===== src/rtl/form_field_extractor_defines.svh =====
// Assertion macros for the form field extractor.
// No dependencies; included by the modules that check themselves.
`ifndef FORM_FIELD_EXTRACTOR_DEFINES_SVH
`define FORM_FIELD_EXTRACTOR_DEFINES_SVH
`ifndef NO_ASSERTIONS
// Checked only outside reset.
`define FFX_ASSERT(lbl, prop, msg) \
	lbl: assert property (@(posedge clk) disable iff (!arst_n) prop) else $error(msg);
// Checked at every edge, reset included.
`define FFX_ASSERT_ALWAYS(lbl, prop, msg) \
	lbl: assert property (@(posedge clk) prop) else $error(msg);
`else
`define FFX_ASSERT(lbl, prop, msg)
`define FFX_ASSERT_ALWAYS(lbl, prop, msg)
`endif
`endif


===== src/rtl/ffx_pkg.sv =====
// Shared types, character codes and helpers of the form field extractor.
// No dependencies; imported by every module of the block.
package ffx_pkg;

	localparam logic [7:0] CH_AMP   = 8'h26;
	localparam logic [7:0] CH_EQ    = 8'h3D;
	localparam logic [7:0] CH_PLUS  = 8'h2B;
	localparam logic [7:0] CH_PCT   = 8'h25;
	localparam logic [7:0] CH_SPACE = 8'h20;

	localparam logic [4:0]  KEY_LEN_RESET  = 5'd4;
	localparam logic [8:0]  CAPACITY_RESET = 9'd64;

	typedef enum logic [3:0] {
		PH_MATCH = 4'b0001,
		PH_SKIP  = 4'b0010,
		PH_VALUE = 4'b0100,
		PH_DONE  = 4'b1000
	} phase_t;

	typedef enum logic [1:0] {
		ESC_NONE = 2'd0,
		ESC_HIGH = 2'd1,
		ESC_LOW  = 2'd2
	} esc_t;

	typedef enum logic [2:0] {
		ST_OK          = 3'd0,
		ST_NOT_FOUND   = 3'd1,
		ST_BAD_ESCAPE  = 3'd2,
		ST_DECODED_NUL = 3'd3,
		ST_NO_ROOM     = 3'd4
	} status_t;

	typedef enum logic [1:0] {
		CFG_KEY_LOW  = 2'd0,
		CFG_KEY_HIGH = 2'd1,
		CFG_KEY_LEN  = 2'd2,
		CFG_CAPACITY = 2'd3
	} cfg_idx_t;

	typedef struct packed {
		logic       kind;
		logic [7:0] value_byte;
		status_t    status;
	} result_t;

	typedef struct packed {
		logic    v0;
		result_t r0;
		logic    v1;
		result_t r1;
	} result_pair_t;

	typedef struct packed {
		logic [127:0] key;
		logic [4:0]   key_length;
		logic [8:0]   capacity;
	} cfg_t;

	// {valid, nibble}
	function automatic logic [4:0] hex_digit(input logic [7:0] c);
		logic [4:0] r;
		r = 5'd0;
		if (c >= 8'h30 && c <= 8'h39)
			r = {1'b1, 4'(c - 8'h30)};
		else if (c >= 8'h61 && c <= 8'h66)
			r = {1'b1, 4'(c - 8'h57)};
		else if (c >= 8'h41 && c <= 8'h46)
			r = {1'b1, 4'(c - 8'h37)};
		return r;
	endfunction

	function automatic result_t make_value(input logic [7:0] b);
		result_t r;
		r.kind       = 1'b0;
		r.value_byte = b;
		r.status     = ST_OK;
		return r;
	endfunction

	function automatic result_t make_verdict(input status_t s);
		result_t r;
		r.kind       = 1'b1;
		r.value_byte = 8'd0;
		r.status     = s;
		return r;
	endfunction

endpackage


===== src/rtl/ffx_core.sv =====
// Per-byte parse and decode: pair state, key match, escape decode, verdicts.
// Depends on ffx_pkg and form_field_extractor_defines.svh.
`include "form_field_extractor_defines.svh"
module ffx_core #(
	parameter int KEY_MAX = 16,
	parameter int OUT_MAX = 256
) (
	input  logic                 clk,
	input  logic                 arst_n,
	input  ffx_pkg::cfg_t        cfg,
	input  logic                 fire,
	input  logic [7:0]           data_byte,
	input  logic                 last,
	input  logic                 no_byte,
	output ffx_pkg::result_pair_t res
);
	import ffx_pkg::*;

	localparam int KIW = $clog2(KEY_MAX + 1);
	localparam int KSW = (KEY_MAX > 1) ? $clog2(KEY_MAX) : 1;
	localparam int CW  = $clog2(OUT_MAX + 1);

	phase_t          phase_q, phase_d;
	logic [KIW-1:0]  key_index_q, key_index_d;
	logic [CW-1:0]   value_count_q, value_count_d;
	esc_t            esc_q, esc_d;
	logic [3:0]      high_q, high_d;

	logic [7:0]      key_arr [KEY_MAX];
	logic [7:0]      key_sel;
	logic [KIW-1:0]  klen;
	logic [CW-1:0]   eff_cap;
	logic            cap_zero;
	logic [4:0]      hx;
	logic [7:0]      esc_byte;
	logic            put_v;
	logic [7:0]      put_b;
	logic            a_v, b_v, c_v;
	result_t         a, b, c;

	always_comb begin
		for (int i = 0; i < KEY_MAX; i++)
			key_arr[i] = cfg.key[i*8 +: 8];
	end

	assign key_sel = key_arr[key_index_q[KSW-1:0]];

	always_comb begin
		if (cfg.key_length > 5'(KEY_MAX))
			klen = KIW'(KEY_MAX);
		else
			klen = KIW'(cfg.key_length);
		if (32'(cfg.capacity) > 32'(OUT_MAX))
			eff_cap = CW'(OUT_MAX);
		else
			eff_cap = CW'(cfg.capacity);
	end

	assign cap_zero = (eff_cap == '0);
	assign hx       = hex_digit(data_byte);
	assign esc_byte = {high_q, hx[3:0]};

	always_comb begin
		phase_d       = phase_q;
		key_index_d   = key_index_q;
		value_count_d = value_count_q;
		esc_d         = esc_q;
		high_d        = high_q;
		a_v   = 1'b0;
		b_v   = 1'b0;
		c_v   = 1'b0;
		a     = make_verdict(ST_NO_ROOM);
		b     = make_verdict(ST_OK);
		c     = make_verdict(ST_OK);
		put_v = 1'b0;
		put_b = 8'd0;
		if (fire) begin
			if (phase_d != PH_DONE && cap_zero && (!no_byte || last)) begin
				a_v     = 1'b1;
				phase_d = PH_DONE;
			end
			if (!no_byte) begin
				case (phase_d)
					PH_MATCH: begin
						if (data_byte == CH_AMP) begin
							key_index_d = '0;
						end else if (key_index_q < klen) begin
							if (data_byte == key_sel)
								key_index_d = key_index_q + 1'b1;
							else
								phase_d = PH_SKIP;
						end else if (data_byte == CH_EQ) begin
							phase_d       = PH_VALUE;
							value_count_d = '0;
							esc_d         = ESC_NONE;
						end else begin
							phase_d = PH_SKIP;
						end
					end
					PH_SKIP: begin
						if (data_byte == CH_AMP) begin
							phase_d     = PH_MATCH;
							key_index_d = '0;
						end
					end
					PH_VALUE: begin
						if (esc_q != ESC_NONE) begin
							if (!hx[4]) begin
								b_v     = 1'b1;
								b       = make_verdict(ST_BAD_ESCAPE);
								phase_d = PH_DONE;
							end else if (esc_q == ESC_HIGH) begin
								high_d = hx[3:0];
								esc_d  = ESC_LOW;
							end else begin
								esc_d = ESC_NONE;
								if (esc_byte == 8'd0) begin
									b_v     = 1'b1;
									b       = make_verdict(ST_DECODED_NUL);
									phase_d = PH_DONE;
								end else begin
									put_v = 1'b1;
									put_b = esc_byte;
								end
							end
						end else if (data_byte == CH_AMP) begin
							b_v     = 1'b1;
							b       = make_verdict(ST_OK);
							phase_d = PH_DONE;
						end else if (data_byte == CH_PCT) begin
							esc_d = ESC_HIGH;
						end else if (data_byte == CH_PLUS) begin
							put_v = 1'b1;
							put_b = CH_SPACE;
						end else begin
							put_v = 1'b1;
							put_b = data_byte;
						end
						if (put_v) begin
							if (({1'b0, value_count_q} + (CW+1)'(1)) >= {1'b0, eff_cap}) begin
								b_v     = 1'b1;
								b       = make_verdict(ST_NO_ROOM);
								phase_d = PH_DONE;
							end else begin
								b_v           = 1'b1;
								b             = make_value(put_b);
								value_count_d = value_count_q + 1'b1;
							end
						end
					end
					default: begin
					end
				endcase
			end
			if (last) begin
				if (phase_d == PH_VALUE) begin
					c_v = 1'b1;
					c   = make_verdict((esc_d != ESC_NONE) ? ST_BAD_ESCAPE : ST_OK);
				end else if (phase_d != PH_DONE) begin
					c_v = 1'b1;
					c   = make_verdict(ST_NOT_FOUND);
				end
				phase_d       = PH_MATCH;
				key_index_d   = '0;
				value_count_d = '0;
				esc_d         = ESC_NONE;
				high_d        = 4'd0;
			end
		end
	end

	// at most two of the three sources fire in one transaction
	always_comb begin
		res.v0 = a_v | b_v | c_v;
		res.r0 = a_v ? a : (b_v ? b : c);
		res.v1 = a_v ? (b_v | c_v) : (b_v & c_v);
		res.r1 = a_v ? (b_v ? b : c) : c;
	end

	always_ff @(posedge clk or negedge arst_n) begin
		if (!arst_n) begin
			phase_q       <= PH_MATCH;
			key_index_q   <= '0;
			value_count_q <= '0;
			esc_q         <= ESC_NONE;
			high_q        <= 4'd0;
		end else if (fire) begin
			phase_q       <= phase_d;
			key_index_q   <= key_index_d;
			value_count_q <= value_count_d;
			esc_q         <= esc_d;
			high_q        <= high_d;
		end
	end

	`FFX_ASSERT(a_second_needs_first, res.v1 |-> res.v0, "second result without first")
	`FFX_ASSERT(a_second_is_verdict, res.v1 |-> res.r1.kind, "second result is not a verdict")
	`FFX_ASSERT(a_last_clears, fire && last |=> phase_q == PH_MATCH && key_index_q == '0,
		"body end did not clear state")
	`FFX_ASSERT(a_no_result_idle, !fire |-> !res.v0, "result without transaction")

endmodule


===== src/rtl/ffx_out_fifo.sv =====
// Four-entry result queue: up to two pushes per cycle, one pop.
// Depends on ffx_pkg and form_field_extractor_defines.svh.
`include "form_field_extractor_defines.svh"
module ffx_out_fifo (
	input  logic                  clk,
	input  logic                  arst_n,
	input  ffx_pkg::result_pair_t push,
	output logic                  room,
	output logic                  out_valid,
	input  logic                  out_stall,
	output ffx_pkg::result_t      out_res
);
	import ffx_pkg::*;

	result_t     mem_q [4];
	logic [1:0]  wptr_q, rptr_q;
	logic [2:0]  count_q;
	logic        pop;
	logic [2:0]  n_push;

	assign room      = (count_q <= 3'd2);
	assign out_valid = (count_q != 3'd0);
	assign out_res   = mem_q[rptr_q];
	assign pop       = out_valid && !out_stall;
	assign n_push    = 3'(push.v0) + 3'(push.v1);

	always_ff @(posedge clk) begin
		if (push.v0)
			mem_q[wptr_q] <= push.r0;
		if (push.v1)
			mem_q[wptr_q + 2'd1] <= push.r1;
	end

	always_ff @(posedge clk or negedge arst_n) begin
		if (!arst_n) begin
			wptr_q  <= 2'd0;
			rptr_q  <= 2'd0;
			count_q <= 3'd0;
		end else begin
			wptr_q  <= wptr_q + n_push[1:0];
			rptr_q  <= rptr_q + 2'(pop);
			count_q <= count_q + n_push - 3'(pop);
		end
	end

	`FFX_ASSERT(a_count_bound, count_q <= 3'd4, "result queue count out of range")
	`FFX_ASSERT(a_push_with_room, push.v0 |-> count_q <= 3'd2, "push into full result queue")
	`FFX_ASSERT(a_ptr_gap, (count_q == 3'd0 || count_q == 3'd4) |-> wptr_q == rptr_q,
		"queue pointers disagree with count")

endmodule


===== src/rtl/form_field_extractor.sv =====
// Top level of the form field extractor: config registers, input register,
// parse core and result queue. Depends on ffx_pkg, ffx_core, ffx_out_fifo.
//
// channel  | handshake                 | payload
// body     | body_valid / body_stall   | data_byte, last, no_byte
// result   | result_valid / result_stall | kind, value_byte, status
// config   | cfg_valid / cfg_ready     | cfg_index, cfg_data
//
// One body byte per cycle unless body_stall is high; the input register
// passes a byte's results to the queue once it has room, and the first can
// leave on the next cycle. The combinational parse core sets the rate.
// An item may yield two results; the four-entry queue absorbs that.
// Reset is asynchronous; registers return to key 0, key_length 4, capacity 64.
// body_stall rises only while the input register holds an item and the queue
// lacks room for two results.
`include "form_field_extractor_defines.svh"
module form_field_extractor #(
	parameter int KEY_MAX = 16,
	parameter int OUT_MAX = 256
) (
	input  logic        clk,
	input  logic        arst_n,
	input  logic        body_valid,
	output logic        body_stall,
	input  logic [7:0]  data_byte,
	input  logic        last,
	input  logic        no_byte,
	output logic        result_valid,
	input  logic        result_stall,
	output logic        kind,
	output logic [7:0]  value_byte,
	output logic [2:0]  status,
	input  logic        cfg_valid,
	output logic        cfg_ready,
	input  logic [1:0]  cfg_index,
	input  logic [63:0] cfg_data
);
	import ffx_pkg::*;

	cfg_t         cfg_q;
	logic         valid_s1;
	logic [7:0]   data_s1;
	logic         last_s1;
	logic         no_byte_s1;
	logic         room;
	logic         fire;
	result_pair_t pair;
	result_t      out_res;

	assign cfg_ready  = 1'b1;
	assign fire       = valid_s1 && room;
	assign body_stall = valid_s1 && !room;

	always_ff @(posedge clk or negedge arst_n) begin
		if (!arst_n) begin
			cfg_q.key        <= '0;
			cfg_q.key_length <= KEY_LEN_RESET;
			cfg_q.capacity   <= CAPACITY_RESET;
		end else if (cfg_valid && cfg_ready) begin
			case (cfg_idx_t'(cfg_index))
				CFG_KEY_LOW:  cfg_q.key[63:0]   <= cfg_data;
				CFG_KEY_HIGH: cfg_q.key[127:64] <= cfg_data;
				CFG_KEY_LEN:  cfg_q.key_length  <= cfg_data[4:0];
				CFG_CAPACITY: cfg_q.capacity    <= cfg_data[8:0];
				default: begin
				end
			endcase
		end
	end

	always_ff @(posedge clk or negedge arst_n) begin
		if (!arst_n)
			valid_s1 <= 1'b0;
		else if (!body_stall)
			valid_s1 <= body_valid;
	end

	always_ff @(posedge clk) begin
		if (!body_stall && body_valid) begin
			data_s1    <= data_byte;
			last_s1    <= last;
			no_byte_s1 <= no_byte;
		end
	end

	ffx_core #(
		.KEY_MAX(KEY_MAX),
		.OUT_MAX(OUT_MAX)
	) u_core (
		.clk       (clk),
		.arst_n    (arst_n),
		.cfg       (cfg_q),
		.fire      (fire),
		.data_byte (data_s1),
		.last      (last_s1),
		.no_byte   (no_byte_s1),
		.res       (pair)
	);

	ffx_out_fifo u_fifo (
		.clk       (clk),
		.arst_n    (arst_n),
		.push      (pair),
		.room      (room),
		.out_valid (result_valid),
		.out_stall (result_stall),
		.out_res   (out_res)
	);

	assign kind       = out_res.kind;
	assign value_byte = out_res.value_byte;
	assign status     = out_res.status;

	`FFX_ASSERT(a_stall_needs_item, body_stall |-> valid_s1, "stall with empty input register")
	`FFX_ASSERT(a_item_moves, valid_s1 && room |=> !body_stall || $past(body_valid),
		"input register did not drain")
	`FFX_ASSERT(a_stall_only_full, body_stall |-> !room, "stall while queue has room")

endmodule

===== config.mk =====
export PLATFORM = sky130hd
export DESIGN_NAME = form_field_extractor
export DESIGN_NICKNAME = d
export VERILOG_FILES = /design/src/rtl/ffx_pkg.sv /design/src/rtl/ffx_core.sv /design/src/rtl/ffx_out_fifo.sv /design/src/rtl/form_field_extractor.sv
export VERILOG_INCLUDE_DIRS = /design/src /design/src/rtl
export SDC_FILE = /design/constraint.sdc
export NUM_CORES = 1
export LEC_CHECK = 0
export BUFFER_PORTS_ARGS = -buffer_cell sky130_fd_sc_hd__buf_2
export CELL_PAD_IN_SITES_DETAIL_PLACEMENT = 0
export CELL_PAD_IN_SITES_GLOBAL_PLACEMENT = 1
export CORE_MARGIN = 3
export CORE_UTILIZATION = 45
export CTS_CLUSTER_SIZE = 14
export DETAILED_ROUTE_END_ITERATION = 10
export PLACE_DENSITY = 0.78
export SLEW_MARGIN = 20
export SYNTH_ARGS = -nofsm -noshare
export SYNTH_HDL_FRONTEND = slang
export SYNTH_SLANG_ARGS = --single-unit

===== constraint.sdc =====
create_clock -name clk -period 13.5 [get_ports clk]
set_input_delay 2.025 -clock clk [delete_from_list [all_inputs] [get_ports clk]]
set_output_delay 2.025 -clock clk [all_outputs]
set_load 0.005 [all_outputs]

* Yosys cells after proc, flatten, opt, wreduce, memory -nomap -nowiden
Memories as Yosys holds them, arrays and structs flattened.
Cells that the tools add are included.
** Cells by class
- $add $sub $neg :: 12
- Magnitude comparators :: 12
- Eq/ne operators :: 24
- Multiplexer cells :: 112
- Bitwise operators :: 5
- Reductions and logical operators :: 33
** Operators by type and width (count)
- $mux W12 :: 14
- $mux W4 :: 22
- $mux W8 :: 9
- $mux W9 :: 8
- $mux W5 :: 10
- $bmux W8 S4 :: 1
- $eq A8 B6 Y1 const B :: 4
- $mux W1 :: 30
- $mux W2 :: 13
- $pmux W9 S2 :: 1
- $ge A8 B7 Y1 const B :: 2
- $le A8 B7 Y1 const B :: 2
- $pmux W4 S3 :: 1
- $reduce_and A6 Y1 :: 2
- $reduce_bool A2 Y1 :: 6
- $add A9 B1 Y10 const B :: 1
- $ge A10 B9 Y1 :: 1
- $pmux W5 S2 :: 1
- $add A9 B1 Y9 const B :: 1
- $gt A9 B9 Y1 const B :: 1
- $logic_and A1 B1 Y1 :: 9
- $logic_not A9 Y1 :: 1
- $ne A3 B2 Y1 const B :: 3
- $ne A3 B3 Y1 const B :: 3
- 36 further kinds :: 52
** Word-level totals
- Register bits after elaboration :: 184
- Memory bits (writable) :: 48
- Bits of input ports :: 81
- Output and inout bits :: 15
- Logic and storage cells :: 215
- Memories :: 1
** Memories
- u_fifo.mem_q :: words 4, width 12, rd ports 1, clocked after memory_dff 0, wr ports 2, line ffx_out_fifo.sv:15 : result_t mem_q [4];

* Longest topological paths before layout
Gate-level depths: netlist of run 1.
- Word-level depth :: 27
- Mapped depth :: 22
- Gate-level depth less buffers :: 22

* Modules after synthesis
From an unflattened synthesis of run 1, not the netlist that was laid out.
** Second synthesis, totals
- Cells, all modules :: 924
- Area total of the unflattened synthesis :: 12826.1 sq um
** By module, submodules not included
- form_field_extractor :: times used 1, cells an instance 320, area an instance 6209.7 sq um, seq. area each 3881.2 sq um
- ffx_core :: times used 1, cells an instance 450, area an instance 3895.0 sq um, seq. area each 601.8 sq um
- ffx_out_fifo :: times used 1, cells an instance 154, area an instance 2721.4 sq um, seq. area each 1616.6 sq um

* Worst setup path after synthesis of run 1
No wires, ideal clock.
- Path type :: reg-to-reg
- Start :: register u_core.value_count_q[0]
- End :: memory u_fifo.mem_q[3][0] (netlist bit), enable pin
- Setup time :: 0.399 ns
- Data arrival time :: 4.039 ns
- Data required time :: 13.101 ns
- Path slack :: 9.062 ns
- Cell stages (with the launch flop) :: 17
- Path buffers :: 0
- Path through :: dfrtp_1 ha_1 and3_1 and3_1 nand3_1 xnor2_1 ha_1 and3_1 a22o_1 a311oi_1 o21ai_0 o311a_1 a21oi_1 a211oi_1 a31oi_4 o21ai_0 a21boi_0
** RTL lines
- start, declared :: line ffx_core.sv:25 : logic [CW-1:0] value_count_q, value_count_d;
- start signal, assigned :: line ffx_core.sv:190 : value_count_q <= value_count_d;
- end, declared :: line ffx_out_fifo.sv:15

* Worst setup path in the final report of run 1
- Start :: register u_core.key_index_q[0]
- End :: register u_fifo.count_q[2]
** On the way
- Cells in the longest elaborated chain, start to end :: 21
- Elaborated cells between the ends (all ways) :: 25
- Classes of those cells :: 3 x add/sub; 1 x order compare; 3 x eq/ne; 14 x mux; 4 x bitwise
** RTL lines
- start, declared :: line ffx_core.sv:24 : logic [KIW-1:0] key_index_q, key_index_d;
- start signal, assigned :: line ffx_core.sv:189 : key_index_q <= key_index_d;
- $not A4 Y5 (not written as such) :: line ffx_core.sv:46 : assign key_sel = key_arr[key_index_q[KSW-1:0]];
- $bmux W8 S4 :: line ffx_core.sv:46
- $mux W8 (not written as such) (2 in series) :: line ffx_core.sv:46
- $eq A8 B8 Y1 :: line ffx_core.sv:88 : if (data_byte == key_sel)
- $mux W4 :: line ffx_core.sv:88
- $mux W4 (*) :: line ffx_core.sv:87 : end else if (key_index_q < klen) begin
- $mux W4 (*) :: line ffx_core.sv:85 : if (data_byte == CH_AMP) begin
- $pmux W4 S3 (*) :: line ffx_core.sv:83 : case (phase_d)
- (+4 left out)
- $mux W1 (*) :: line ffx_core.sv:156 : if (phase_d == PH_VALUE) begin
- $mux W1 (*) :: line ffx_core.sv:155 : if (last) begin
- $mux W1 (*) :: line ffx_core.sv:77 : if (fire) begin
- $and A1 B1 Y1 / $or A1 B1 Y1 (equally long branches) :: line ffx_core.sv:176 : res.v1 = a_v ? (b_v | c_v) : (b_v & c_v);
- $mux W1 :: line ffx_core.sv:176
- $add A1 B1 Y2 (*) :: line ffx_out_fifo.sv:25 : assign n_push = 3'(push.v0) + 3'(push.v1);
- $add A3 B3 Y3 (*) :: line ffx_out_fifo.sv:42 : count_q <= count_q + n_push - 3'(pop);
- $sub A3 B1 Y3 (*) :: line ffx_out_fifo.sv:42
- end signal, assigned :: line ffx_out_fifo.sv:42
- end, declared :: line ffx_out_fifo.sv:17 : logic [2:0] count_q;
Mark *: on every way between the ends. The rest lies on a longest branch, timed or not. The select of a mux whose other input is x is not followed.
A chain may end at the register's enable or synchronous reset.

==> run summary, run 1 <==
Worst Reg-to-Reg Cells - 14
Die area - 0.0281 mm^2
Initial Utilization - 46.2%
DRC violations left - 0
# fillers - 2209
First-pass GRT wire length - 41800 um
Yosys warnings - 0
Post-CTS setup buffers - 0
Final HPWL DP - 18400 um
CTS clk-pin slew, worst paths - 60 ps
Critical Path Most Common Cell - ha_1
Final hold violation count - 0
I/O Pins - 96
Fin nets - 1109
ANT nets after route - 0
FF-to-FF setup slack - 8690 ps
Minimum clock period - 4810 ps
Slew HR - 33.9%
Final worst-path cycle share - 35.6%
Diodes inserted - 0
Hold Startpoint - cfg_q[113]
Startpoint types - register
F_max - 208 MHz
Setup-failing EPs final - 0
VDD IR max - 0.129 mV
Drt wl/cell - 18.9 um
Setup ws final - 8690 ps
Clock Sinks - 232
Post-synthesis cell type count - 68
Die H - 168 um
PD cells - 175 mW/mm^2
Fraction of layout cells with a size suffix above 1 - 33.9%
Cells resized by post-CTS repair - 0
DR vias - 7614
Area of the mapped netlist - 0.0117 mm^2
Gr usage total - 18.3%
Syn Area/Cell - 12.8 um^2
Max Root-Sink Buffers - 3
CP max-delay cell - dfrtp_2
Post-synthesis cell count - 918
Synth top area share - 36.4%
Area contributors post-synth - dfrtp_1 36%, edfxtp_1 15%, mux2_2 14%
Largest net degree at the start of global routing - 67
Cts hold-fix bufs - 0
Drt first pass iters - 5
Ys async rst share - 75.0%
Critical R2R Launch - u_core.key_index_q[0]
WHS Endpoint - cfg_q[113]
Initial antenna violation count - 1
Root buf cell - clkbuf_16
Vias in the first global route - 7926
Routed wire length - 25600 um
Crit path max fanout - 32
Die X - 168 um
Clk_lat worst skew - 520 ps
Final setup TNS - 0 ps
Dpl ws - 8550 ps
CP endpoint kind - register
Post-synth net total - 1025
IO Port Bufs - 94
Slew @ Worst Pin - 990 ps
Crit-path cells - mux4_1 > mux4_2 > xor2_1 > nor2_2 > o2111ai_2 > a2111oi_4 > o22a_2 > a31oi_4 > nor2_1 > inv_1 > ha_1 > ha_1 > fa_1 > xnor2_1
Max cap viols - 0
R2r endpoint - u_fifo.count_q[2]
Sequential-to-total area share from yosys stat - 51.9%
Vias per cell - 5.64
Leak - 0.00552 uW
Core Region - 0.0254 mm^2
Type of the worst setup path - register to register
Post-synth EDFFs - 58
Yosys reg bits - 232
Post-synth top area cell - dfrtp_1
Hold Crit Class - register to register
CP max stage delay - 970 ps
Final Util - 52.7%
H-tree depth - 1
Ys flop type - dfrtp_1
RSZ-0062 raised after global routing - false
Cts bufs inserted - 25
Worst clock skew - 10.3 ps
Area growth, synth to finish - 13.9%
TritonCTS clock tree - yes
Number of rows in the core area - 58
Initial DRC Count - 424
Gr ovfl total - 0
Status - finished clean
Final count of pins violating max slew - 0
Worst hold stages - 1
Final Wtd Congestion - 0.812
Worst endpoint required time - 13900 ps
Arrival @ worst endpoint - 5210 ps
area by class of cell:
type | count | area, um^2 | area share, %
multi-input combinational | 621 | 5380 | 40.2
clock buffer | 32 | 682 | 5.10
sequential | 232 | 6100 | 45.6
timing repair buffer | 102 | 537 | 4.01
inverter | 20 | 75.1 | 0.561
clock inverter | 14 | 188 | 1.40
tap | 330 | 413 | 3.09
kinds of logic after synthesis:
family,after synthesis,synth area share (%)
buffers and inverters,65,2.36
xor gates and xnor gates,22,1.64
muxes,207,23.3
DFF,232,51.9
and+or+nand+nor,224,9.74
adders and majority gates,26,2.83
other,1,0.0319
AOI/OAI and AO/OA,141,8.19
flip-flops by register name (all words and copies together), names as in the netlist:
register and flops:
cfg_q 142, u_fifo.rptr_q 2, u_core.key_index_q 5, valid_s1 1, u_core.value_count_q 9, u_fifo.count_q 3
u_core.high_q 4, u_core.phase_q 4, last_s1 1, no_byte_s1 1, u_fifo.mem_q 48, u_core.esc_q 2
u_fifo.wptr_q 2, data_s1 8
worst max-delay path: cells and delay by family, from the launching register on:
kind / cells / cell delay [ps]
and+or+nand+nor: 2 / 340
buffers and inverters: 1 / 70
DFF: 1 / 970
adders and majority gates: 3 / 890
xor gates and xnor gates: 2 / 290
AOI/OAI and AO/OA: 4 / 960
muxes: 2 / 1170
metrics by stage:
| stage | instance area, um^2 | total power, uW | hold WS [ps] | std cells |
|---|---|---|---|---|
| 5_1_grt | 13400 | 2480 | 512 | 1351 |
| 2_1_floorplan | 11700 | 1450 | 470 | 918 |
| 6_report | 13400 | 2340 | 502 | 1351 |
| 4_1_cts | 13400 | 2370 | 503 | 1351 |
| 3_5_place_dp | 12500 | 1640 | 489 | 1305 |
| 3_3_place_gp | 12500 | 1630 | 482 | 1305 |
synth_stat cells, drive strengths merged, types with 2 or more instances:
master	number
o22ai	4
a21o	10
nor4	4
nand3b	5
mux4	36
edfxtp	58
dfrtp	171
a211oi	4
a22o	6
inv	19
dfstp	3
a21oi	30
o21ai	33
nand3	20
and3	9
clkbuf	31
o21a	3
and2	8
or2	4
o2111ai	4
a22oi	7
nand2b	17
buf	14
xnor2	14
o211ai	3
nor2b	6
nand4	3
or3	2
a31oi	13
mux2	147
ha	25
and4	2
mux2i	24
nor3b	10
a21boi	3
xor2	8
a221oi	3
nand2	51
a31o	4
o21bai	4
nor3	14
nor2	65
metal layers:
metal | share of wire, % | vias to the layer above | track usage, % | routed length (um)
met1 | 45 | 3855 | 24.9 | 11500
met3 | 3.4 | 28 | 2.48 | 864
met5 | 0.027 | - | 0 | 7
met4 | 1.8 | 2 | 3.49 | 455
met2 | 50 | 142 | 31.7 | 12700
li1 | - | 3587 | - | -
worst max path at each step:
stage | slack, ps | endpoint | cells past startpoint | start
floorplan | 9060 | u_fifo.mem_q[3][0] | 16 | u_core.value_count_q[0]
finish | 8690 | u_fifo.count_q[2] | 14 | u_core.key_index_q[0]
detailed placement | 8550 | u_fifo.mem_q[1][8] | 10 | u_core.key_index_q[0]
global route | 8260 | u_fifo.count_q[2] | 22 | u_core.value_count_q[0]
global placement | 8660 | u_fifo.mem_q[1][6] | 10 | u_core.key_index_q[0]
CTS | 8540 | u_fifo.mem_q[1][8] | 10 | u_core.key_index_q[0]
power by group:
group,internal (uW),total (uW),switching (uW)
Clock,436,715,279
Sequential,851,983,132
Combinational,334,642,308
layout by cell type, fill, tap and decap left out, drive strengths merged, types with 5 or more instances in the layout:
cell type and n:
dfrtp 171, nor3 14, nor3b 10, nor2b 6, ha 25, inv 22, a22o 6, and3 9
a31oi 13, o21ai 33, nor2 65, nand3b 5, nand3 20, edfxtp 58, nand2b 17, buf 102
and2 8, mux2 147, clkbuf 32, xor2 8, a21oi 30, xnor2 14, nand2 51, a22oi 7
mux2i 24, a21o 10, mux4 36
Note: power is estimated with default switching activity, not from simulation.
==> inputs of run 2 (changes only) <==
--- a/config.mk
+++ b/config.mk
@@ -6,14 +6,15 @@
 export SDC_FILE = /design/constraint.sdc
 export NUM_CORES = 1
 export LEC_CHECK = 0
+export ABC_AREA = 1
 export BUFFER_PORTS_ARGS = -buffer_cell sky130_fd_sc_hd__buf_2
 export CELL_PAD_IN_SITES_DETAIL_PLACEMENT = 0
 export CELL_PAD_IN_SITES_GLOBAL_PLACEMENT = 1
 export CORE_MARGIN = 3
-export CORE_UTILIZATION = 45
+export CORE_UTILIZATION = 41
 export CTS_CLUSTER_SIZE = 14
 export DETAILED_ROUTE_END_ITERATION = 10
-export PLACE_DENSITY = 0.78
+export PLACE_DENSITY = 0.81
 export SLEW_MARGIN = 20
 export SYNTH_ARGS = -nofsm -noshare
 export SYNTH_HDL_FRONTEND = slang
==> constraint.sdc (replaced) <==
create_clock -name clk -period 4.1 [get_ports clk]
set_input_delay 0.615 -clock clk [delete_from_list [all_inputs] [get_ports clk]]
set_output_delay 0.615 -clock clk [all_outputs]
set_load 0.005 [all_outputs]
==> run 2 against run 1 <==
Against the previous run: routed wire length rose by 20%; setup slack got worse by 8400 ps; clock skew rose by 1.2 ps; non-clock buffer count rose by 25.
==> run summary, run 2 <==
I/O Pins - 96 (unchanged)
Fin nets - 1734 (was 1109)
PD cells - 581 mW/mm^2 (was 175 mW/mm^2)
Arrival @ worst endpoint - 4260 ps (was 5210 ps)
Max Root-Sink Buffers - 3 (unchanged)
Post-synth EDFFs - 58 (unchanged)
Yosys warnings - 0 (unchanged)
Setup ws final - 254 ps (was 8690 ps)
Initial antenna violation count - 0 (was 1)
Final Util - 49.0% (was 52.7%)
Final Wtd Congestion - 0.863 (was 0.812)
Worst endpoint required time - 4520 ps (was 13900 ps)
Diodes inserted - 0 (unchanged)
Drt wl/cell - 15.1 um (was 18.9 um)
Die area - 0.0316 mm^2 (was 0.0281 mm^2)
Crit path max fanout - 6 (was 32)
Die X - 178 um (was 168 um)
CP endpoint kind - register (unchanged)
Clock Sinks - 232 (unchanged)
Area of the mapped netlist - 0.0121 mm^2 (was 0.0117 mm^2)
Biggest regs - cfg_q x142, u_fifo.mem_q x48, u_core.value_count_q x9 (unchanged)
Area contributors post-synth - dfrtp_1 35%, edfxtp_1 14%, nand2_1 14% (was dfrtp_1 36%, edfxtp_1 15%, mux2_2 14%)
CTS clk-pin slew, worst paths - 60 ps (about the same)
Minimum clock period - 3850 ps (was 4810 ps)
Dpl ws - 108 ps (was 8550 ps)
VDD IR max - 0.360 mV (was 0.129 mV)
CP max stage delay - 390 ps (was 970 ps)
First-pass GRT wire length - 49700 um (was 41800 um)
ANT nets after route - 0 (unchanged)
Area after DPL - 0.0131 mm^2 (was 0.0125 mm^2)
Status - finished clean (unchanged)
Root buf cell - clkbuf_16 (unchanged)
CP max-delay cell - edfxtp_1 (was dfrtp_2)
Ys flop type - dfrtp_1 (unchanged)
Slew HR - 43.9% (was 33.9%)
Cts hold-fix bufs - 0 (unchanged)
Slew @ Worst Pin - 842 ps (was 990 ps)
Power Total - 8210 uW (was 2340 uW)
Final HPWL DP - 21600 um (was 18400 um)
Most frequent cells in the layout - 457 x nand2_1, 205 x o21ai_0, 181 x inv_1 (was 169 x dfrtp_1, 147 x mux2_2, 93 x buf_2)
Final count of pins violating max slew - 0 (unchanged)
Max cap viols - 0 (unchanged)
Area growth, synth to finish - 17.0% (was 13.9%)
Type of the worst setup path - register to register (unchanged)
Initial Utilization - 41.9% (was 46.2%)
F_max - 260 MHz (was 208 MHz)
Ys async rst share - 75.0% (unchanged)
Drt first pass iters - 5 (unchanged)
Top reg by flops - cfg_q (unchanged)
Startpoint types - register (unchanged)
Top cells by instance count after synthesis - 462 x nand2_1, 205 x o21ai_0, 183 x inv_1, 171 x dfrtp_1, 131 x nor2_1 (was 171 x dfrtp_1, 147 x mux2_2, 64 x nor2_1, 58 x edfxtp_1, 51 x nand2_1)
Largest net degree at the start of global routing - 92 (was 67)
TritonCTS clock tree - yes (unchanged)
Cts bufs inserted - 26 (was 25)
Hold WS - 159 ps (was 502 ps)
Post-synthesis cell type count - 49 (was 68)
Max reg flops - 142 (unchanged)
Hold Crit Class - primary input to asynchronous set/reset pin (was register to register)
Leading cell type in the layout, fill and taps excluded - nand2_1 (was dfrtp_1)
Vias per cell - 4.96 (was 5.64)
Vias in the first global route - 9734 (was 7926)
Syn Area/Cell - 7.88 um^2 (was 12.8 um^2)
IO Port Bufs - 94 (unchanged)
Final worst-path cycle share - 93.8% (was 35.6%)
DR vias - 10.1k (was 7614)
Cell with the most instances after synthesis - nand2_1 (was dfrtp_1)
Number of rows in the core area - 62 (was 58)
Yosys reg bits - 232 (unchanged)
Initial DRC Count - 687 (was 424)
H-tree depth - 1 (unchanged)
Post-synth top area cell - dfrtp_1 (unchanged)
Core Region - 0.0289 mm^2 (was 0.0254 mm^2)
Die H - 178 um (was 168 um)
Post-synthesis cell count - 1533 (was 918)
Setup-failing EPs final - 0 (unchanged)
Sequential-to-total area share from yosys stat - 50.5% (was 51.9%)
Post-synth net total - 1640 (was 1025)
Final hold violation count - 0 (unchanged)
Leak - 0.00703 uW (was 0.00552 uW)
Gr ovfl total - 0 (unchanged)
Clk_lat worst skew - 530 ps (was 520 ps)
Routed wire length - 30700 um (was 25600 um)
Worst clock skew - 11.5 ps (was 10.3 ps)
Fraction of layout cells with a size suffix above 1 - 14.2% (was 33.9%)
Fin area - 0.0141 mm^2 (was 0.0134 mm^2)
DRC violations left - 0 (unchanged)
Synth top area share - 35.4% (was 36.4%)
Gr usage total - 19.4% (was 18.3%)
run 2: cell types whose count changed after synthesis, moves of 11 or more:
cell / previous run / this run
a31oi_1: 12 / 1
nand2_1: 51 / 462
xnor2_1: 14 / 3
nand2b_1: 17 / 0
o22ai_1: 4 / 28
mux4_2: 29 / 0
nand3_1: 20 / 90
mux2i_1: 24 / 0
o21ai_0: 33 / 205
mux2_2: 147 / 0
inv_1: 19 / 183
buf_2: 6 / 17
nor2_1: 64 / 131
nand2_2: 0 / 14
run 2: cell type report:
type / count / area, um^2
Clock buffer: 38 / 767
Clock inverter: 10 / 133
Fill cell: 2896 / 14700
Inverter: 192 / 721
Multi-Input combinational cell: 1048 / 5130
Sequential cell: 232 / 6100
Tap cell: 384 / 480
Timing Repair Buffer: 127 / 800
run 2: final timing paths:
kind,from,to,slack (ps),depth (start not counted)
min reg2reg,cfg_q[38],cfg_q[38],480,2
max reg2reg,data_s1[0],u_fifo.count_q[2],250,27
max,data_s1[0],u_fifo.count_q[2],250,27
min in group clk,data_byte[3],data_s1[3],260,1
min,arst_n,cfg_q[40],160,1
max in group asynchronous,arst_n,cfg_q[11],2980,2
run 2: per-layer routing:
metal / vias up / routed length (um) / GRT usage (%)
met4: 0 / 691 / 4.78
met2: 189 / 14700 / 32.8
met3: 45 / 1190 / 2.65
met1: 4705 / 14000 / 26.6
met5: - / 0 / 0
li1: 5136 / - / -
run 2: cells by family (layout without fill, tap and decap cells):
logic type,count (synthesis),after routing,share of synthesized area (%)
AO/OA/AOI/OAI,278,278,12.6
flip-flops,232,232,50.5
other,1,1,0.0310
AND/OR/NAND/NOR,734,734,25.4
XOR/XNOR,9,9,0.652
adder cells (fa/ha/maj),26,26,2.75
buffers and inverters,253,367,8.13
run 2: timing repair:
item / 4_1_cts / 5_1_grt
resized for setup: 0 / 23
setup buffers: 0 / 6
endpoints found under the setup margin: 0 / 33
run 2: critical path, delay by kind of cell (launching register included):
kind                     cells  cell delay (ps)
AO/OA/AOI/OAI                1              320
XOR/XNOR                     1              130
adder cells (fa/ha/maj)      4             1010
buffers and inverters        4              390
flip-flops                   1              390
AND/OR/NAND/NOR             17             1500
run 2: where the power goes:
| group | internal (uW) | leakage, uW | total, uW | switching [uW] |
|---|---|---|---|---|
| sequential | 2770 | 0.00275 | 3020 | 249 |
| clock | 1480 | 0.000443 | 2440 | 954 |
| combinational | 953 | 0.00384 | 2760 | 1800 |
run 2: through the flow:
stage,instances,setup TNS (ps)
final,2031,0
after global routing,2031,-39.5
after CTS,2025,0
after detailed placement,1977,0
after global placement,1977,0
after floorplan,1533,0
==> inputs of run 3 (changes only) <==
--- a/config.mk
+++ b/config.mk
@@ -18,4 +18,5 @@
 export SLEW_MARGIN = 20
 export SYNTH_ARGS = -nofsm -noshare
 export SYNTH_HDL_FRONTEND = slang
+export SYNTH_HIERARCHICAL = 1
 export SYNTH_SLANG_ARGS = --single-unit
==> run 3 against run 2 <==
Against the previous run: the flow now finishes with violations (negative setup slack); global-route usage is 2.4 points higher; maximum frequency is 7.3% lower; synthesized area is 13% higher; routed wire length up 28%; sequential cell count stayed put; setup slack got worse by 300 ps; first-iteration DRC count is 47% higher; design area rose by 12%; combinational power is 21% higher; sequential share of layout area decreased by 4.5 points; critical path depth is 2 higher; critical endpoint is now u_fifo/count_q[2]; largest cell class is now multi-input gates; largest power group is now combinational cells.
==> run summary, run 3 <==
R2r endpoint - u_fifo/count_q[2] (was u_fifo.count_q[2])
F_max - 241 MHz (was 260 MHz)
Area growth, synth to finish - 15.3% (was 17.0%)
CP endpoint kind - register (unchanged)
Most frequent cells in the layout - 716 x nand2_1, 204 x nand3_1, 170 x dfrtp_1 (was 457 x nand2_1, 205 x o21ai_0, 181 x inv_1)
Biggest regs - cfg_q x142, u_fifo/mem_q x48, u_core/value_count_q x9 (was cfg_q x142, u_fifo.mem_q x48, u_core.value_count_q x9)
Hold Crit Class - primary input to asynchronous set/reset pin (unchanged)
Critical Path End - u_fifo/count_q[2] (was u_fifo.count_q[2])
Type of the worst setup path - register to register (unchanged)
Area after DPL - 0.0146 mm^2 (was 0.0131 mm^2)
FF/Latch Area - 0.00610 mm^2 (unchanged)
Top cells by instance count after synthesis - 722 x nand2_1, 207 x nand3_1, 171 x dfrtp_1, 168 x inv_1, 109 x nand4_1 (was 462 x nand2_1, 205 x o21ai_0, 183 x inv_1, 171 x dfrtp_1, 131 x nor2_1)
Yosys warnings - 6 (was 0)
# fillers - 3276 (was 2896)
RSZ-0062 raised after global routing - true
Fin area - 0.0158 mm^2 (was 0.0141 mm^2)
Clock Sinks - 232 (unchanged)
Routed wire length - 39300 um (was 30700 um)
Failing checks - negative setup slack
Setup-failing EPs final - 2 (was 0)
Worst endpoint required time - 4520 ps (about the same)
Crit path max fanout - 6 (unchanged)
Minimum clock period - 4150 ps (was 3850 ps)
Largest net degree at the start of global routing - 113 (was 92)
Die H - 189 um (was 178 um)
Ys flop type - dfrtp_1 (unchanged)
H-tree depth - 1 (unchanged)
Post-synth top area cell - dfrtp_1 (unchanged)
Root buf cell - clkbuf_16 (unchanged)
DRC violations left - 0 (unchanged)
Power Total - 8580 uW (was 8210 uW)
Drt wl/cell - 16.4 um (was 15.1 um)
First-pass GRT wire length - 63900 um (was 49700 um)
CP max-delay cell - dfrtp_1 (was edfxtp_1)
Max Root-Sink Buffers - 3 (unchanged)
Leak - 0.00813 uW (was 0.00703 uW)
Syn Area/Cell - 7.50 um^2 (was 7.88 um^2)
Core Region - 0.0327 mm^2 (was 0.0289 mm^2)
Post-synth EDFFs - 58 (unchanged)
Number of rows in the core area - 66 (was 62)
Ys async rst share - 75.0% (unchanged)
Initial DRC Count - 1009 (was 687)
Post-synthesis cell type count - 49 (unchanged)
Gr usage total - 21.9% (was 19.4%)
Final count of pins violating max slew - 0 (unchanged)
Yosys reg bits - 232 (unchanged)
Sequential-to-total area share from yosys stat - 44.6% (was 50.5%)
Slew HR - 31.9% (was 43.9%)
Startpoint types - register (unchanged)
Final worst-path cycle share - 101% (was 93.8%)
Worst clock skew - 15.4 ps (was 11.5 ps)
I/O Pins - 96 (unchanged)
Final Wtd Congestion - 0.876 (was 0.863)
Cell with the most instances after synthesis - nand2_1 (unchanged)
Final HPWL DP - 25900 um (was 21600 um)
VDD IR max - 0.327 mV (was 0.360 mV)
PD cells - 545 mW/mm^2 (was 581 mW/mm^2)
Clk_lat worst skew - 540 ps (was 530 ps)
Post-synthesis cell count - 1824 (was 1533)
Max reg flops - 142 (unchanged)
Fraction of layout cells with a size suffix above 1 - 15.5% (was 14.2%)
Status - finished, violations left (was finished clean)
Die X - 189 um (was 178 um)
Cts bufs inserted - 27 (was 26)
Vias in the first global route - 12.0k (was 9734)
TritonCTS clock tree - yes (unchanged)
Initial Utilization - 41.8% (was 41.9%)
Arrival @ worst endpoint - 4570 ps (was 4260 ps)
CTS clk-pin slew, worst paths - 60 ps (about the same)
Vias per cell - 5.13 (was 4.96)
ANT nets after route - 0 (unchanged)
FF-to-FF setup slack - -50 ps (was 250 ps)
Slew @ Worst Pin - 1020 ps (was 842 ps)
Max cap viols - 0 (unchanged)
Initial antenna violation count - 0 (unchanged)
IO Port Bufs - 94 (unchanged)
Gr ovfl total - 0 (unchanged)
Multi-input logic area - 0.00631 mm^2 (was 0.00513 mm^2)
Leading cell type in the layout, fill and taps excluded - nand2_1 (unchanged)
Area contributors post-synth - dfrtp_1 31%, nand2_1 20%, edfxtp_1 13% (was dfrtp_1 35%, edfxtp_1 14%, nand2_1 14%)
Die area - 0.0356 mm^2 (was 0.0316 mm^2)
Synth top area share - 31.3% (was 35.4%)
Critical R2R Launch - cfg_q[1] (was data_s1[0])
Top reg by flops - cfg_q (unchanged)
Worst Reg-to-Reg Cells - 29 (was 27)
Fin nets - 2043 (was 1734)
DR vias - 12.3k (was 10.1k)
Area of the mapped netlist - 0.0137 mm^2 (was 0.0121 mm^2)
Diodes inserted - 0 (unchanged)
Drt first pass iters - 5 (unchanged)
Final hold violation count - 0 (unchanged)
CP max stage delay - 370 ps (was 390 ps)
Final Util - 48.2% (was 49.0%)
CP Launch Point - cfg_q[1] (was data_s1[0])
Setup ws final - -48.3 ps (was 254 ps)
-- run 3: cell count changes after synthesis, moves of 8 or more --
cell	delta
nand3_2	+8
nor2_1	-32
o21ai_1	+14
inv_1	-15
o22ai_1	-22
clkbuf_1	-29
o21ai_0	-175
nand2_1	+260
buf_4	+30
nand3_1	+117
nand4_1	+103
buf_2	+21
buf_6	+26
-- run 3: metal layers --
metal	track usage, %	wire length, um
met2	35.9	17900
met3	2.85	2170
met1	31.6	18700
met5	0	0
met4	3.67	602
-- run 3: where the power goes --
group	switching (uW)	internal, uW	total, uW
clock	990	1200	2190
sequential	294	2760	3050
combinational	2170	1170	3340
total	3450	5130	8580
-- run 3: critical path: cells and delay by family, from the launching register on --
kind	cells	cell delay, ps
AOI/OAI and AO/OA	3	310
adders and majority gates	5	1290
buffers and inverters	3	210
DFF	1	370
and+or+nand+nor	18	1870
-- run 3: per-stage QoR --
step	TNS, ps	worst slack, ps	cells	hold slack (ps)
floorplan	0	3.50	1832	319
global placement	-236	-166	2333	452
detailed placement	-672	-326	2333	453
CTS	-138	-26.0	2390	178
global route	-438	-223	2399	202
finish	-95.3	-48.3	2399	129
-- run 3: layout make-up --
type	instances	area share [%]
Multi-Input combinational cell	1314	40.0
Sequential cell	232	38.7
Clock buffer	29	4.33
Clock inverter	21	0.715
Inverter	177	4.23
Timing Repair Buffer	184	8.48
Tap cell	442	3.51
-- run 3: cells by family after synthesis --
logic type | Yosys count | synth area share, %
AO/OA/AOI/OAI | 88 | 3.84
XOR/XNOR | 9 | 0.577
adder cells (fa/ha/maj) | 26 | 2.43
buffers and inverters | 286 | 10.6
flip-flops | 232 | 44.6
other | 3 | 0.0824
AND/OR/NAND/NOR | 1180 | 37.8
-- run 3: worst min path at each step --
stage          cells past startpoint        from  slack [ps]         end
6_report                           1      arst_n         130  cfg_q[138]
5_1_grt                            1      arst_n         200  cfg_q[138]
4_1_cts                            1      arst_n         180  cfg_q[138]
2_1_floorplan                      0      arst_n         320    cfg_q[0]
3_3_place_gp                       2  cfg_q[109]         450  cfg_q[109]
3_5_place_dp                       2   cfg_q[38]         450   cfg_q[38]
-- run 3: what timing repair did --
action | 4_1_cts | 5_1_grt
pin swaps | 25 | 14
setup buffers | 7 | 5
hold buffers | 0 | 0
gates cloned | 0 | 4
resized for setup | 22 | 15
setup endpoints to repair | 27 | 98
